$ cat src/design/fpp_pkg.sv
// Package for the frame pacing predictor: function codes, phases, constants.
// No dependencies.
package fpp_pkg;

  // Ring size; a power of two, so the slot index is the low bits of the frame id.
  localparam int FRAME_SLOTS = 16;

  typedef enum logic [2:0] {
    FUNC_PREDICT = 3'd0,
    FUNC_WAKE    = 3'd1,
    FUNC_BEGIN   = 3'd2,
    FUNC_SUBMIT  = 3'd3,
    FUNC_INFO    = 3'd4
  } func_e;

  localparam logic [2:0] PH_CLEARED   = 3'd0;
  localparam logic [2:0] PH_PREDICTED = 3'd1;
  localparam logic [2:0] PH_INFO      = 3'd5;

  localparam logic [2:0] REG_PERIOD   = 3'd0;
  localparam logic [2:0] REG_OFFSET   = 3'd1;
  localparam logic [2:0] REG_CINIT    = 3'd2;
  localparam logic [2:0] REG_CMAX     = 3'd3;
  localparam logic [2:0] REG_ADJMISS  = 3'd4;
  localparam logic [2:0] REG_ADJNON   = 3'd5;
  localparam logic [2:0] REG_MARGIN   = 3'd6;

  localparam logic [29:0] HALF_MS = 30'd500000;
  localparam logic [3:0]  CLEAN_SLATE_PERIODS = 4'd10;

  // Operation codes for the shared adder/subtractor.
  typedef enum logic [1:0] {
    ALU_ADD = 2'd0,
    ALU_SUB = 2'd1
  } alu_op_e;

  typedef struct packed {
    logic [63:0] a;
    logic [63:0] b;
    alu_op_e     op;
  } alu_req_t;

  // Signed "l within range of r" test: |l - r| < range, range > 0.
  function automatic logic within64(logic [63:0] l, logic [63:0] r, logic [29:0] range);
    logic [63:0] t;
    logic [63:0] rg;
    rg = {34'd0, range};
    t  = l - r + rg - 64'd1;
    return (range != '0) && (t < ((rg << 1) - 64'd1));
  endfunction

endpackage

$ cat src/design/fpp_alu.sv
// Shared 64-bit adder/subtractor used by the add and subtract steps of the sequencer.
// Depends on fpp_pkg.
module fpp_alu import fpp_pkg::*; (
  input  alu_req_t    req_i,
  output logic [63:0] res_o,
  output logic        carry_o
);
  logic [64:0] sum;
  always_comb begin
    unique case (req_i.op)
      ALU_ADD: sum = {1'b0, req_i.a} + {1'b0, req_i.b};
      ALU_SUB: sum = {1'b0, req_i.a} - {1'b0, req_i.b};
      default: sum = '0;
    endcase
  end
  assign res_o   = sum[63:0];
  assign carry_o = sum[64];
endmodule

$ cat config.mk
export PLATFORM = sky130hd
export DESIGN_NAME = fpp_alu
export DESIGN_NICKNAME = d
export VERILOG_FILES = /design/src/design/fpp_pkg.sv /design/src/design/fpp_alu.sv
export SDC_FILE = /design/constraint.sdc
export NUM_CORES = 1
export LEC_CHECK = 0
export BUFFER_PORTS_ARGS = -buffer_cell sky130_fd_sc_hd__buf_2
export CAP_MARGIN = 20
export CORE_MARGIN = 2
export CORE_UTILIZATION = 45
export DETAILED_ROUTE_END_ITERATION = 10
export GPL_ROUTABILITY_DRIVEN = 0
export PLACE_DENSITY = 0.74
export RECOVER_POWER = 50
export REMOVE_ABC_BUFFERS = 1
export SYNTH_ARGS = -nofsm -noshare
export SYNTH_HDL_FRONTEND = slang
export SYNTH_SLANG_ARGS = --single-unit
$ cat constraint.sdc
create_clock -name vclk -period 5.92
set_input_delay 0.296 -clock vclk [all_inputs]
set_output_delay 0.296 -clock vclk [all_outputs]
set_load 0.005 [all_outputs]
; ---- Word level (Yosys, flattened, before mapping)
; Index checks and enable logic that the tools add are counted.
[word_totals]
in_bits = 130
out_inout_bits = 65
ff_bits = 0
elab_cells = 5
[classes]
eq_ne = 1
mux = 1
reduce_logical = 1
n_addsub = 2
[ops]
columns = cell, n
row1 = $pmux 65 s2, 1
row2 = $add 64x64->65, 1
row3 = $sub 64x64->65, 1
row4 = $eq 2x1->1 const B, 1
row5 = $logic_not 2->1, 1

; ---- Longest topological paths before layout
; Gate-level depths: netlist of the first run.
[logic_depth]
word_depth = 2
mapped_depth = 19
mapped_depth_nobuf = 18

; ---- Worst setup path after synthesis of the first run
; No wires, ideal clock.
[synth_path]
path_kind = input to output
start = input port req_i[15] in the netlist's numbering
end = output port res_o[57]
path_stages = 18
slack_ns = 0.772
n_path_buf = 2
t_required_ns = 5.624
t_arrival_ns = 4.852
path_cell_list = or4_4 -> or4_1 -> or3_1 -> clkbuf_1 -> o21ai_1 -> o21a_1 -> o21ai_0 -> xnor2_1 -> ha_1 -> clkbuf_1 -> nand4_1 -> or4_1 -> o311ai_1 -> a221oi_1 -> and4_1 -> o31a_1 -> o21ai_0 -> mux2_2
[synth_via]
elab_chain_cells = 2
word_cells_on_any_way = 3
cone_classes = add/sub: 2 / mux: 1
[synth_rtl]
columns = item, line
row1 = from (decl), fpp_alu.sv:4  ; input alu_req_t req_i,
row2 = $sub 64x64->65 / $add 64x64->65 (equally long branches), "fpp_alu.sv:12, fpp_alu.sv:11"
row3 = $pmux 65 s2 (*), fpp_alu.sv:10  ; unique case (req_i.op)
row4 = to (decl), fpp_alu.sv:5  ; output logic [63:0] res_o,
; Mark *: on every way between the ends. The rest lies on a longest branch, timed or not.

; ---- Final worst setup path of the first run
; Ends and elaborated chain as after synthesis.

==> results of run 1 <==
==> final cells by class <==
type,count,area (sq um)
multi-input cells,856,5590
diodes,3,7.51
repair buffers,209,1060
inverters,25,93.8
fillers,1354,5710
well taps,172,215
==> logic make-up (layout without fill, tap and decap cells) <==
logic type,Yosys count,count (layout),share of synthesized area
and+or+nand+nor,390,390,0.332
AOI/OAI and AO/OA,296,296,0.318
xor gates and xnor gates,98,98,0.146
buffers and inverters,78,234,0.0502
adders and majority gates,66,66,0.142
muxes,6,6,0.0115
other,0,3,0
==> power groups by stage <==
stage	sequential, mW	combinational [mW]	clock (mW)
after floorplan	0	0.630	0
after global placement	0	0.931	0
after detailed placement	0	0.933	0
after CTS	0	0.939	0
after global routing	0	1.05	0.0000000452
final	0	0.952	0.0000000678
==> cells in the mapped netlist (all sizes together), types with 6 or more instances <==
master and number:
mux2 6, nand2 79, o21a 15, nor4 14
a21oi 90, nand2b 7, o21ai 65, a21o 26
nor2b 12, a21boi 9, inv 25, ha 65
and3 8, a31oi 16, xor2 46, nand4 36
xnor2 52, o21bai 9, or4 15, nor2 115
nor3 36, o211ai 9, or2 7, or3 20
a211oi 9, nand3 22, o31ai 16, clkbuf 48
o41ai 6
==> routing by layer <==
metal,track usage,share of wire,vias to the layer above
met5,0,0.00074,-
met4,0.103,0.044,2
met3,0.0478,0.096,70
met2,0.471,0.44,405
met1,0.381,0.42,3527
li1,-,-,3797
==> path summary, 6_finish.rpt <==
| kind | end | slack, ns |
|---|---|---|
| min | res_o[0] | 0.99 |
| max | res_o[57] | 0.23 |
==> worst max-delay path, stage by stage <==
cell and delay [ns]:
buf_2 0.12, or4_4 0.55, or4_1 0.47, or3_1 0.36, o21ai_1 0.21, o21a_1 0.30, o21ai_0 0.15, xnor2_1 0.17
ha_1 0.40, nand4_1 0.14, or4_1 0.55, o311ai_1 0.30, a221oi_1 0.10, and4_1 0.26, o31a_1 0.33, o21ai_0 0.22
mux2_2 0.36, buf_2 0.13
==> per-stage QoR <==
| step | total power, mW | hold WS [ns] |
|---|---|---|
| after global placement | 0.931 | 0.985 |
| after global routing | 1.05 | 1.04 |
| final | 0.952 | 0.986 |
| after CTS | 0.939 | 0.990 |
| after detailed placement | 0.933 | 0.988 |
| after floorplan | 0.630 | 0.619 |
==> impl_metrics.json, run 1 <==
{
  "status": "finished with violations",
  "violations": "max-capacitance violations, max-slew violations",
  "min_path_cells": 4,
  "placed_area_sq_mm": 0.00698,
  "irDropWorstVdd_mv": 0.0775,
  "startpoint": "req_i[15]",
  "final.setup.worst_slack_ns": 0.225,
  "drt_iter0_drc": 853,
  "grt_pass1_vias": 7029,
  "swShare": 0.589,
  "crit_fanout": 7,
  "finish.instance_area_sq_mm": 0.00697,
  "vias": 7801,
  "antenna_found_initial": 4,
  "cp.arrival_ns": 5.40,
  "layout-area-overhead-vs-synth_pct": 18.4,
  "required_ns": 5.62,
  "p_leak_nw": 3.12,
  "fin_util": 0.550,
  "wirelength_um": 21700,
  "post-route-drc-count": 0,
  "synth-warning-count": 0,
  "cts_resized": 0,
  "die_h_um": 118,
  "fin_crit_ns": 5.69,
  "netlist_area_sq_mm": 0.00588,
  "cp-end-kind": "output port",
  "avgSynthCellArea_sq_um": 6.30,
  "postCtsHoldBufs": 0,
  "seq_area_frac_synth": 0,
  "yosysTopAreaCell": "ha_1",
  "seqPwrFrac": 0,
  "slew_violations": 47,
  "dp_hpwl_um": 18300,
  "worstHoldStart": "req_i[2]",
  "io_buffers": 195,
  "core_area_sq_mm": 0.0127,
  "synth.distinct_cells": 59,
  "grt_first_pass_wirelength_um": 33900,
  "timing.final.crit_share": 0.962,
  "fmax_ghz": 0.176,
  "dieWidth_um": 118,
  "synthTopCellsByArea": "ha_1, xnor2_1, a21oi_1",
  "hp-class": "in2out",
  "rows": 41,
  "rsz0062_at_grt": "no",
  "wl_per_cell_um": 17.1,
  "synth_top_cell_area_share": 0.138,
  "powerDensity_mw_per_mm2": 137,
  "dp.cells": 1262,
  "drtPass1Iterations": 6,
  "clock_buffer_count": 0,
  "slew_headroom": -0.399,
  "crit_type": "in2out",
  "start_util": 0.464,
  "grt_max_degree": 47,
  "layout_commonest_cell": "buf_2",
  "io_pins": 195,
  "fp.dieArea_sq_mm": 0.0140,
  "cp-start-kind": "primary input",
  "grt_usage": 0.289,
  "p_int_uw": 391,
  "syn_inst": 934,
  "final.setup.tns_ns": 0,
  "post-place-ws_ns": 0.272,
  "layout.nets": 1288,
  "p_clk_frac": 0,
  "maxCapViolCount": 1,
  "instances_no_fill": 1265,
  "final-seq-area_sq_um": 0,
  "setup_violations": 0,
  "gr-total-overflow": 0,
  "mostFrequentLayoutCells": "buf_2, nor2_1, a21oi_1",
  "hold_violations": 0,
  "worst_pin_slew_ns": 2.10,
  "p_switching_uw": 561,
  "drive_above_1_share": 0.196,
  "design.seq.count": 0,
  "antenna_left": 0,
  "p_comb_frac": 1.000,
  "vias_per_cell": 6.17,
  "cts_setup_buffers": 0
}
Power figures use the tool's default switching activity.
==> run 2: changes to the inputs <==
--- a/config.mk
+++ b/config.mk
@@ -13,7 +13,6 @@
 export GPL_ROUTABILITY_DRIVEN = 0
 export PLACE_DENSITY = 0.74
 export RECOVER_POWER = 50
-export REMOVE_ABC_BUFFERS = 1
 export SYNTH_ARGS = -nofsm -noshare
 export SYNTH_HDL_FRONTEND = slang
 export SYNTH_SLANG_ARGS = --single-unit
==> run 2 against run 1 <==
The run now ends clean. Total power up 1.0%. Largest power group unchanged. Routed wire length increased by 0.38%. Global-route usage is 0.28 points lower. Flip-flop and latch count stayed put. Critical path depth stayed put. Core utilization up 0.12 points. Clock-buffer cell count unchanged. Design area rose by 0.22%. Worst hold slack got worse by 0.0035 ns. Cell count is essentially flat. Via count grew 0.36%.
==> impl_metrics.json, run 2 (synthesis gave the netlist of run 1 again) <==
{
  "cp-start-kind": "primary input",
  "crit_family": "simple AND/OR/NAND/NOR gates",
  "cp-end-kind": "output port",
  "wl_per_cell_um": 17.2,
  "required_ns": 5.62,
  "status": "finished clean",
  "gr-total-overflow": 0,
  "clock_buffer_count": 0,
  "fin_crit_ns": 5.72,
  "rsz0062_at_grt": "no",
  "path_cells": "buf_2 -> or4_4 -> or4_1 -> or3_4 -> o21ai_1 -> o21a_1 -> o21ai_0 -> xnor2_1 -> ha_1 -> nand4_1 -> or4_1 -> o311ai_1 -> a221oi_1 -> and4_1 -> o31a_1 -> o21ai_0 -> mux2_2 -> buf_2",
  "fin_util": 0.551,
  "fmax_ghz": 0.175,
  "cpPeakStageDelay_ns": 0.57,
  "final.setup.worst_slack_ns": 0.197,
  "post-route-drc-count": 0,
  "core_area_sq_mm": 0.0127,
  "drive_above_1_share": 0.198,
  "io_pins": 195,
  "wirelength_um": 21800,
  "start_util": 0.464,
  "n_fill_cell": 1319,
  "hold_violations": 0,
  "maxCapViolCount": 0,
  "slew_violations": 0,
  "rows": 41,
  "crit_fanout": 7,
  "worstHoldStart": "req_i[2]",
  "layout-area-overhead-vs-synth_pct": 18.7,
  "drtPass1Iterations": 5,
  "powerDensity_mw_per_mm2": 138,
  "grt_usage": 0.286,
  "antenna_found_initial": 2,
  "worst_path_max_delay_cell": "or4_1",
  "timing.final.crit_share": 0.967,
  "final-seq-area_sq_um": 0,
  "post-place-ws_ns": 0.184,
  "die_h_um": 118,
  "dieWidth_um": 118,
  "grt_first_pass_wirelength_um": 33600,
  "grt_pass1_vias": 7020,
  "cts_setup_buffers": 0,
  "irDropWorstVdd_mv": 0.0708,
  "cp.arrival_ns": 5.43,
  "mostFrequentLayoutCells": "buf_2, nor2_1, a21oi_1",
  "finalPower_uw": 961,
  "layout.nets": 1289,
  "final.setup.tns_ns": 0,
  "hold_slack_ns": 0.983,
  "layout_commonest_cell": "buf_2",
  "startpoint": "req_i[15]",
  "fp.dieArea_sq_mm": 0.0140,
  "multiInputGateArea_sq_mm": 0.00560,
  "antenna_left": 0,
  "grt_max_degree": 48,
  "vias_per_cell": 6.19,
  "postCtsHoldBufs": 0,
  "crit_type": "in2out",
  "io_buffers": 195,
  "slew_headroom": 0.529,
  "hp-class": "in2out",
  "drt_iter0_drc": 717,
  "design.seq.count": 0,
  "synth_nets": 1130,
  "crit_buf_inv": 2,
  "setup_violations": 0,
  "worst_pin_slew_ns": 0.703,
  "vias": 7829,
  "p_leak_nw": 3.13,
  "dp_hpwl_um": 18300
}
run 2: cell types whose count changed in the layout (fill, tap and decap cells not counted), sizes merged:
cell | before | now
buf | 182 | 184
clkbuf | 27 | 26
diode | 3 | 1
run 2: layout make-up:
type | count | area share
Timing Repair Buffer | 210 | 0.153
Tap cell | 172 | 0.0308
Inverter | 25 | 0.0134
Multi-Input combinational cell | 856 | 0.803
Antenna cell | 1 | 0.000358
run 2: stage by stage:
| step | instance area [sq um] | instances |
|---|---|---|
| finish | 6980 | 1264 |
| global route | 6980 | 1263 |
| CTS | 6990 | 1263 |
| detailed placement | 6990 | 1263 |
| global placement | 6990 | 1263 |
| floorplan | 5880 | 934 |
run 2: metal layers:
metal,vias up,wire (um),global-route usage
met5,-,13,0
met4,2,690,0.0806
met3,54,2320,0.0652
met2,422,9680,0.482
met1,3550,9060,0.364
li1,3801,-,-
run 2: timing repair:
action                     4_1_cts  5_1_grt
gates resized for setup          0        4
setup endpoints to repair        0        5
hold endpoints to repair         0        0
run 2: path summary, 6_finish.rpt:
path / to / slack, ns / cells after the start
hold / removal: res_o[0] / 0.98 / 4
setup / recovery: res_o[57] / 0.20 / 18
run 2: power by group:
part	leakage (nW)	switching [mW]	internal [mW]	total (mW)
Clock	0.00000634	0	0.0000000226	0.0000000226
Sequential	0	0	0	0
Combinational	3.13	0.569	0.392	0.961
Total	3.13	0.569	0.392	0.961
